## config.mk

```make
export PLATFORM = sky130hd
export DESIGN_NAME = model_graph_input_classifier
export DESIGN_NICKNAME = d
export VERILOG_FILES = /design/src/sv/mgic_pkg.sv /design/src/sv/model_graph_input_classifier.sv
export SDC_FILE = /design/constraint.sdc
export NUM_CORES = 2
export LEC_CHECK = 0
export ABC_AREA = 0
export BUFFER_PORTS_ARGS = -buffer_cell sky130_fd_sc_hd__clkbuf_2
export CAP_MARGIN = 20
export CORE_MARGIN = 2
export CORE_UTILIZATION = 60
export DETAILED_ROUTE_END_ITERATION = 6
export PLACE_DENSITY = 0.85
export SLEW_MARGIN = 20
export SYNTH_ARGS = -nofsm -noshare
export SYNTH_HDL_FRONTEND = slang
export SYNTH_SLANG_ARGS = --single-unit
export TNS_END_PERCENT = 5
```

## constraint.sdc

```tcl
create_clock -name aclk -period 16.7 [get_ports aclk]
set_input_delay 3.34 -clock aclk [delete_from_list [all_inputs] [get_ports aclk]]
set_output_delay 3.34 -clock aclk [all_outputs]
set_load 0.02 [all_outputs]
```

## src/sv/mgic_pkg.sv

```systemverilog
// Package for the model graph input classifier.
// Holds parser phase and verdict codes, default sizes and the input name patterns.
// No dependencies.
`timescale 1ns / 1ps

package mgic_pkg;

    localparam int POS_BITS_DEF = 32;
    localparam int MAX_NAME_DEF = 1024;
    localparam int SKIP_W       = 32;
    localparam int PAT_NUM      = 4;

    typedef enum logic [2:0] {
        PH_KEY,
        PH_SKIPVAR,
        PH_SKIPLEN,
        PH_SKIPBYTES,
        PH_ENTERLEN,
        PH_NAME,
        PH_TAIL,
        PH_DONE
    } phase_t;

    typedef enum logic [1:0] {
        OC_UNDECIDED,
        OC_DEFAULT,
        OC_FOUND
    } outcome_t;

    // Input name patterns as ASCII bytes, first character in the top byte:
    // channel cache, time cache, channel cache length, prompt index
    localparam logic [18*8-1:0] PAT0 = 144'h63616368655f6c6173745f6368616e6e656c;
    localparam logic [15*8-1:0] PAT1 = 120'h63616368655f6c6173745f74696d65;
    localparam logic [22*8-1:0] PAT2 = 176'h63616368655f6c6173745f6368616e6e656c5f6c656e;
    localparam logic [12*8-1:0] PAT3 = 96'h70726f6d70745f696e646578;

    // Length of each input name pattern
    function automatic logic [4:0] pat_len(input logic [1:0] k);
        logic [4:0] r;
        case (k)
            2'd0: r = 5'd18;
            2'd1: r = 5'd15;
            2'd2: r = 5'd22;
            default: r = 5'd12;
        endcase
        return r;
    endfunction

    // Character of a pattern; idx must be below the pattern length
    function automatic logic [7:0] pat_char(input logic [1:0] k, input logic [4:0] idx);
        logic [7:0] r;
        int         i;
        i = 0;
        r = 8'h00;
        case (k)
            2'd0: begin
                i = 17 - int'(idx);
                if (i >= 0) r = PAT0[i*8 +: 8];
            end
            2'd1: begin
                i = 14 - int'(idx);
                if (i >= 0) r = PAT1[i*8 +: 8];
            end
            2'd2: begin
                i = 21 - int'(idx);
                if (i >= 0) r = PAT2[i*8 +: 8];
            end
            default: begin
                i = 11 - int'(idx);
                if (i >= 0) r = PAT3[i*8 +: 8];
            end
        endcase
        return r;
    endfunction

endpackage

```

## src/sv/model_graph_input_classifier.sv

```systemverilog
// Top level of the model graph input classifier: streaming wire format parser.
// Depends on mgic_pkg for phase codes, verdict codes and name patterns.
//
// channel  direction  ports                                    moves
// cfg      in         cfg_valid/cfg_ready, cfg_data            file_size write
// s        in         s_valid/s_ready, s_data_byte, s_last_byte one file byte
// m        out        m_valid/m_ready, m_found_inputs, ...     verdict on last byte
//
// One byte is taken per cycle; the parse step for a byte is one registered pass
// through level exit, byte decode and a second level exit check.
// The verdict is loaded into the output register as the last byte is taken.
// A byte is taken while the output register is empty or being emptied.
// aresetn (synchronous, active low) clears the parser, file_size and m_valid.
`timescale 1ns / 1ps

module model_graph_input_classifier
    import mgic_pkg::*;
#(
    parameter int POS_BITS = POS_BITS_DEF,
    parameter int MAX_NAME = MAX_NAME_DEF
) (
    input  logic        aclk,
    input  logic        aresetn,
    input  logic        cfg_valid,
    output logic        cfg_ready,
    input  logic [31:0] cfg_data,
    input  logic        s_valid,
    output logic        s_ready,
    input  logic [7:0]  s_data_byte,
    input  logic        s_last_byte,
    output logic        m_valid,
    input  logic        m_ready,
    output logic        m_found_inputs,
    output logic        m_online_kind,
    output logic        m_uses_prompt
);

    localparam int EW   = (POS_BITS > 32) ? POS_BITS : 32;
    localparam int NL_W = $clog2(MAX_NAME + 1);

    typedef struct packed {
        phase_t              phase;
        logic [1:0]          nest;
        logic [63:0]         accum;
        logic [3:0]          shift;
        logic [SKIP_W-1:0]   skip;
        logic [31:0]         gend;
        logic [31:0]         iend;
        logic [NL_W-1:0]     nlen;
        logic [PAT_NUM-1:0]  nmatch;
        logic [4:0]          seen;
        outcome_t            outcome;
        logic [POS_BITS-1:0] pos;
    } parse_t;

    parse_t      st_reg, st_next;
    logic [31:0] fsize_reg;
    logic        m_valid_reg;
    logic        found_reg, online_reg, prompt_reg;

    function automatic parse_t clear_state();
        parse_t r;
        r.phase   = PH_KEY;
        r.nest    = 2'd0;
        r.accum   = '0;
        r.shift   = '0;
        r.skip    = '0;
        r.gend    = '0;
        r.iend    = '0;
        r.nlen    = '0;
        r.nmatch  = '1;
        r.seen    = '0;
        r.outcome = OC_UNDECIDED;
        r.pos     = '0;
        return r;
    endfunction

    function automatic logic [31:0] lvl_end(input parse_t s, input logic [31:0] fsz);
        logic [31:0] r;
        case (s.nest)
            2'd2: r = s.iend;
            2'd1: r = s.gend;
            default: r = fsz;
        endcase
        return r;
    endfunction

    // Leave a finished info and close out an exhausted level
    function automatic parse_t settle(input parse_t s, input logic [31:0] fsz);
        parse_t        r;
        logic [EW-1:0] p;
        r = s;
        p = EW'(s.pos);
        if (r.outcome == OC_UNDECIDED) begin
            if (r.nest == 2'd2 && r.phase == PH_TAIL && p >= EW'(r.iend)) begin
                r.nest  = 2'd1;
                r.phase = PH_KEY;
                r.accum = '0;
                r.shift = '0;
            end
            if (r.phase == PH_KEY && p >= EW'(lvl_end(r, fsz))) begin
                if (r.nest == 2'd1 && r.seen[0]) begin
                    r.outcome = OC_FOUND;
                end else begin
                    r.outcome = OC_DEFAULT;
                end
                r.phase = PH_DONE;
            end
        end
        return r;
    endfunction

    function automatic parse_t finish_name(input parse_t s);
        parse_t r;
        r = s;
        r.seen[0] = 1'b1;
        for (int k = 0; k < PAT_NUM; k++) begin
            if (s.nmatch[k] && s.nlen == NL_W'(pat_len(2'(k)))) r.seen[k+1] = 1'b1;
        end
        r.phase = PH_TAIL;
        return r;
    endfunction

    // Decode one byte in the current phase
    function automatic parse_t consume(input parse_t s, input logic [31:0] fsz,
                                       input logic [7:0] b);
        parse_t        r;
        logic [EW-1:0] le, p, room;
        logic [6:0]    sh;
        logic [63:0]   val;
        logic [SKIP_W-1:0] n;
        r   = s;
        le  = EW'(lvl_end(s, fsz));
        sh  = 7'(s.shift) * 7'd7;
        n   = '0;
        if (EW'(s.pos) >= le) begin
            r.outcome = OC_DEFAULT;
            r.phase   = PH_DONE;
            return r;
        end
        if (s.pos != '1) r.pos = s.pos + 1'b1;
        p    = EW'(r.pos);
        room = le - p;
        case (s.phase)
            PH_KEY, PH_SKIPVAR, PH_SKIPLEN, PH_ENTERLEN: begin
                r.accum = s.accum | ({57'b0, b[6:0]} << sh);
                val     = r.accum;
                if (b[7]) begin
                    r.shift = s.shift + 1'b1;
                    if (r.shift >= 4'd10) begin
                        r.outcome = OC_DEFAULT;
                        r.phase   = PH_DONE;
                    end
                end else if (s.phase == PH_KEY) begin
                    r.accum = '0;
                    r.shift = '0;
                    if (val < 64'd8 || val[63:32] != '0) begin
                        r.outcome = OC_DEFAULT;
                        r.phase   = PH_DONE;
                    end else if (val[2:0] == 3'd2 &&
                                 ((s.nest == 2'd0 && val[31:3] == 29'd7) ||
                                  (s.nest == 2'd1 && val[31:3] == 29'd11) ||
                                  (s.nest == 2'd2 && val[31:3] == 29'd1))) begin
                        r.phase = PH_ENTERLEN;
                    end else begin
                        case (val[2:0])
                            3'd0: r.phase = PH_SKIPVAR;
                            3'd2: r.phase = PH_SKIPLEN;
                            3'd1: begin
                                if (room < EW'(8)) begin
                                    r.outcome = OC_DEFAULT;
                                    r.phase   = PH_DONE;
                                end else begin
                                    r.skip  = SKIP_W'(8);
                                    r.phase = PH_SKIPBYTES;
                                end
                            end
                            3'd5: begin
                                if (room < EW'(4)) begin
                                    r.outcome = OC_DEFAULT;
                                    r.phase   = PH_DONE;
                                end else begin
                                    r.skip  = SKIP_W'(4);
                                    r.phase = PH_SKIPBYTES;
                                end
                            end
                            default: begin
                                r.outcome = OC_DEFAULT;
                                r.phase   = PH_DONE;
                            end
                        endcase
                    end
                end else if (s.phase == PH_SKIPVAR) begin
                    r.accum = '0;
                    r.shift = '0;
                    r.phase = PH_KEY;
                end else if (s.phase == PH_SKIPLEN) begin
                    r.accum = '0;
                    r.shift = '0;
                    if (val > 64'(room)) begin
                        r.outcome = OC_DEFAULT;
                        r.phase   = PH_DONE;
                    end else begin
                        n       = SKIP_W'(val);
                        r.skip  = n;
                        r.phase = (n == '0) ? PH_KEY : PH_SKIPBYTES;
                    end
                end else begin
                    // length of an entered field
                    if (val > 64'(room)) begin
                        r.outcome = OC_DEFAULT;
                        r.phase   = PH_DONE;
                    end else if (s.nest == 2'd0) begin
                        r.gend  = 32'(p + EW'(val[31:0]));
                        r.nest  = 2'd1;
                        r.accum = '0;
                        r.shift = '0;
                        r.phase = PH_KEY;
                    end else if (s.nest == 2'd1) begin
                        r.iend  = 32'(p + EW'(val[31:0]));
                        r.nest  = 2'd2;
                        r.accum = '0;
                        r.shift = '0;
                        r.phase = PH_KEY;
                    end else if (val > 64'(MAX_NAME)) begin
                        r.outcome = OC_DEFAULT;
                        r.phase   = PH_DONE;
                    end else begin
                        r.skip   = SKIP_W'(val);
                        r.nlen   = '0;
                        r.nmatch = '1;
                        r.phase  = PH_NAME;
                        if (val == '0) r = finish_name(r);
                    end
                end
            end
            PH_SKIPBYTES: begin
                if (s.skip != '0) r.skip = s.skip - 1'b1;
                if (r.skip == '0) begin
                    r.accum = '0;
                    r.shift = '0;
                    r.phase = PH_KEY;
                end
            end
            PH_NAME: begin
                for (int k = 0; k < PAT_NUM; k++) begin
                    if (s.nlen >= NL_W'(pat_len(2'(k)))) begin
                        r.nmatch[k] = 1'b0;
                    end else if (pat_char(2'(k), 5'(s.nlen)) != b) begin
                        r.nmatch[k] = 1'b0;
                    end
                end
                r.nlen = s.nlen + 1'b1;
                if (s.skip != '0) r.skip = s.skip - 1'b1;
                if (r.skip == '0) r = finish_name(r);
            end
            default: ;
        endcase
        return r;
    endfunction

    parse_t s_pre, s_mid, s_post;
    logic   found_c, online_c, prompt_c;
    logic   s_fire;

    assign cfg_ready = 1'b1;
    assign s_ready   = ~m_valid_reg | m_ready;
    assign s_fire    = s_valid & s_ready;

    // Parse step for the offered byte
    always_comb begin
        s_pre  = settle(st_reg, fsize_reg);
        s_mid  = s_pre;
        s_post = s_pre;
        if (st_reg.outcome == OC_UNDECIDED) begin
            if (s_pre.outcome == OC_UNDECIDED) s_mid = consume(s_pre, fsize_reg, s_data_byte);
            s_post = settle(s_mid, fsize_reg);
        end else begin
            s_post = st_reg;
            if (st_reg.pos != '1) s_post.pos = st_reg.pos + 1'b1;
        end
        found_c  = (s_post.outcome == OC_FOUND);
        online_c = found_c && (s_post.seen[3:1] == 3'b111);
        prompt_c = online_c && s_post.seen[4];
        st_next  = st_reg;
        if (s_fire) st_next = s_last_byte ? clear_state() : s_post;
    end

    // Hold parser state and file size
    always_ff @(posedge aclk) begin
        if (!aresetn) begin
            st_reg    <= clear_state();
            fsize_reg <= '0;
        end else begin
            st_reg <= st_next;
            if (cfg_valid) fsize_reg <= cfg_data;
        end
    end

    // Output register: load on last byte transfer, drop on result transfer
    always_ff @(posedge aclk) begin
        if (!aresetn) begin
            m_valid_reg <= 1'b0;
        end else if (s_fire && s_last_byte) begin
            m_valid_reg <= 1'b1;
        end else if (m_ready) begin
            m_valid_reg <= 1'b0;
        end
    end

    always_ff @(posedge aclk) begin
        if (s_fire && s_last_byte) begin
            found_reg  <= found_c;
            online_reg <= online_c;
            prompt_reg <= prompt_c;
        end
    end

    assign m_valid        = m_valid_reg;
    assign m_found_inputs = found_reg;
    assign m_online_kind  = online_reg;
    assign m_uses_prompt  = prompt_reg;

endmodule
```

==> results.py <==
metrics = {
    "outcome": {
        "status": "complete, but fails checks",
        "violations": "DRC",
    },
    "floorplan": {
        "core_area_mm2": 0.0444,
        "fp.dieW_um": 216,
        "io_pins": 52,
        "dieArea_mm2": 0.0469,
        "num_rows": 77,
        "start_util": 0.610,
        "die_h_um": 216,
    },
    "place": {
        "port_buffers": 50,
        "place_area_mm2": 0.0275,
        "place_hpwl_um": 71800,
        "globalplace.congestion": 1.06,
    },
    "power": {
        "power_leakage_nw": 12.1,
        "p_per_area_mw_per_mm2": 64.3,
        "vdd_drop_max_mv": 0.0798,
    },
    "timing": {
        "max_freq_mhz": 62.4,
        "post-route-period-util": 0.960,
        "clock_skew_ns": 0.0369,
        "worst_pin_slew_ns": 1.14,
        "setup_viol": 0,
        "hold_viol": 0,
        "maxSlewViolCount": 0,
        "slew_headroom": 0.233,
        "tns_ns": 0,
        "finalCriticalPeriod_ns": 16.03,
    },
    "critical_path": {
        "crit_path_frequent_cell": "a21o_1",
        "start_kind": "register",
        "cp_slowest_cell": "or4_1",
        "crit_type": "reg2reg",
        "slowest_delay_ns": 0.52,
        "cp_max_fo": 19,
        "required_ns": 17.04,
        "r2r_start": "s_pre[0]",
        "startpoint": "s_pre[0]",
        "worstSetupEndpointType": "register",
        "arrival_ns": 16.37,
    },
    "worst_hold_path": {
        "min-delay-start": "st_reg[214]",
        "hold_class": "reg2reg",
    },
    "clocking": {
        "cts.htree.levels": 1,
        "cts_hold_buf": 0,
        "cts_max_path_buffers": 3,
        "cts_made_buffers": 31,
        "cts_tree": "yes",
        "clkTransAtPathRegs_ns": 0.06,
        "cts_root_buf": "clkbuf_16",
        "cts.sinks": 259,
        "insertion_delay_ns": 0.62,
    },
    "logic_synthesis": {
        "synthesis.nets": 3961,
        "synthArstFlopShare": 0,
        "ys_ff_latch": 259,
        "syn_inst": 3641,
        "synth.avg_cell_area_um2": 7.44,
        "ys_types": 124,
        "seq_area_frac_synth": 0.193,
        "synth_edf_count": 3,
        "yosys_warnings": 0,
        "ys.flop_type": "dfxtp_1",
        "syn_area_mm2": 0.0271,
    },
    "finish": {
        "finalInstanceArea_mm2": 0.0286,
        "utilization": 0.645,
        "area_growth_syn_to_layout_pct": 5.72,
        "nets": 3874,
        "drive_gt1_frac": 0.0869,
        "fillCellCount": 3900,
        "largest_register_ffs": 148,
    },
    "route": {
        "drtIter0Drc": 4455,
        "wl_per_cell_um": 23.4,
        "vias_per_cell": 6.97,
        "firstDrtPassIters": 6,
        "drc": 2,
        "routed_wl_um": 97700,
        "num_vias": 29056,
        "drtAntennaViolNets": 0,
    },
    "grt": {
        "grt-ovfl-total": 0,
        "grt_use_total": 0.403,
        "grt_max_degree": 72,
        "grt_pass1_wl_um": 151000,
        "antenna_found_initial": 1,
        "grt_pass1_vias": 26226,
    },
    "flow_run": {
        "drv_cap": 0,
    },
}
-- layer usage --
layer | wire, µm | GRT usage
met5 | 18 | 0
met4 | 6960 | 0.235
met3 | 12900 | 0.0900
met2 | 39200 | 0.579
met1 | 38700 | 0.551
-- worst max-delay path: cells and delay by family, from the launching register on --
kind / cells / cell delay (ns)
AO/OA/AOI/OAI: 35 / 7.35
AND/OR/NAND/NOR: 21 / 3.78
adder cells (fa/ha/maj): 7 / 2.27
buffers and inverters: 5 / 1.02
multiplexers: 2 / 0.63
flip-flops: 1 / 0.44
XOR/XNOR: 1 / 0.18
-- cell families (layout without fill, tap and decap cells) --
family          count (synthesis)  count (layout)  share of synthesized area
buf+inv                       402             338                     0.0641
flops                         259             259                      0.193
other cells                     1               2                   0.000138
compound gates               1123            1123                      0.277
mux                           138             138                     0.0519
xor+xnor                      162             162                     0.0529
fa+ha+maj                     277             277                      0.128
simple gates                 1279            1279                      0.233
-- worst paths after layout --
check                        to  slack (ns)  cells after the start
setup / recovery  m_uses_prompt        0.67                     71
hold / removal      st_reg[214]        0.46                      1
setup reg to reg  m_uses_prompt        0.67                     71
hold reg to reg     st_reg[214]        0.46                      1
-- cells in the final DEF (no fill, tap or decap), types with 11 or more instances in the layout --
cell type and n:
nand2b_1 30, xor2_1 67, inv_1 162, nor2_1 472
a22o_1 38, nor3_1 109, and2_1 28, or4_1 13
a21oi_1 286, nand2_1 218, a211oi_1 32, o21ai_0 209
nor4_1 31, a31oi_1 37, buf_4 61, nand4_1 58
o22ai_1 15, xnor2_1 93, mux2i_1 119, o211ai_1 18
clkbuf_2 50, o31ai_1 11, o221ai_1 19, o21a_1 58
nand3_1 106, a21o_1 94, or2_2 24, or3_1 26
dfxtp_1 256, nand3b_1 14, mux2_2 19, nor2b_1 42
and3_1 26, clkbuf_16 31, a22oi_1 133, ha_1 267
-- where the power goes --
part / internal (mW) / switching (mW) / total [mW]
registers: 0.627 / 0.0129 / 0.640
logic: 0.166 / 0.317 / 0.483
clock network: 0.421 / 0.298 / 0.719
total: 1.21 / 0.628 / 1.84
-- cell usage after synthesis, types with 37 or more instances --
master	n	area share
nor2b_1	42	0.0097
nor2_1	475	0.066
inv_1	164	0.023
nand3_1	107	0.020
dfxtp_1	256	0.19
a21o_1	94	0.026
ha_1	272	0.13
nand2_1	219	0.030
a22oi_1	133	0.037
o21a_1	60	0.017
a31oi_1	37	0.0085
nor3_1	114	0.021
clkbuf_1	156	0.022
xor2_1	67	0.022
a21oi_1	287	0.053
mux2i_1	119	0.044
xnor2_1	93	0.030
a22o_1	38	0.012
nand4_1	58	0.013
o21ai_0	213	0.039
-- stage by stage --
| stage | cells | total power, mW | setup slack, ns | hold WS [ns] |
|---|---|---|---|---|
| after floorplan | 3641 | 0.981 | 2.11 | 0.427 |
| after global placement | 4112 | 1.11 | 0.797 | 0.435 |
| after detailed placement | 4112 | 1.11 | 0.447 | 0.441 |
| after CTS | 4168 | 1.82 | 0.363 | 0.460 |
| after global routing | 4169 | 1.90 | -0.000302 | 0.480 |
| final | 4170 | 1.84 | 0.675 | 0.458 |
-- layout make-up --
type	instances	area, µm²	share of cell area
antenna	1	2.50	0.0000874
clock buffer	42	857	0.0299
clock inverter	14	193	0.00673
inverter	168	633	0.0221
multi-input combinational	2980	20200	0.707
sequential	259	5220	0.182
tap	592	741	0.0259
timing repair buffer	114	751	0.0262
-- repair_timing --
action / 4_1_cts / 5_1_grt
resized for setup: 0 / 16
setup buffers: 0 / 1
endpoints found under the setup margin: 0 / 8
endpoints found under the hold margin: 0 / 0
Note: power is estimated with default switching activity, not from simulation.
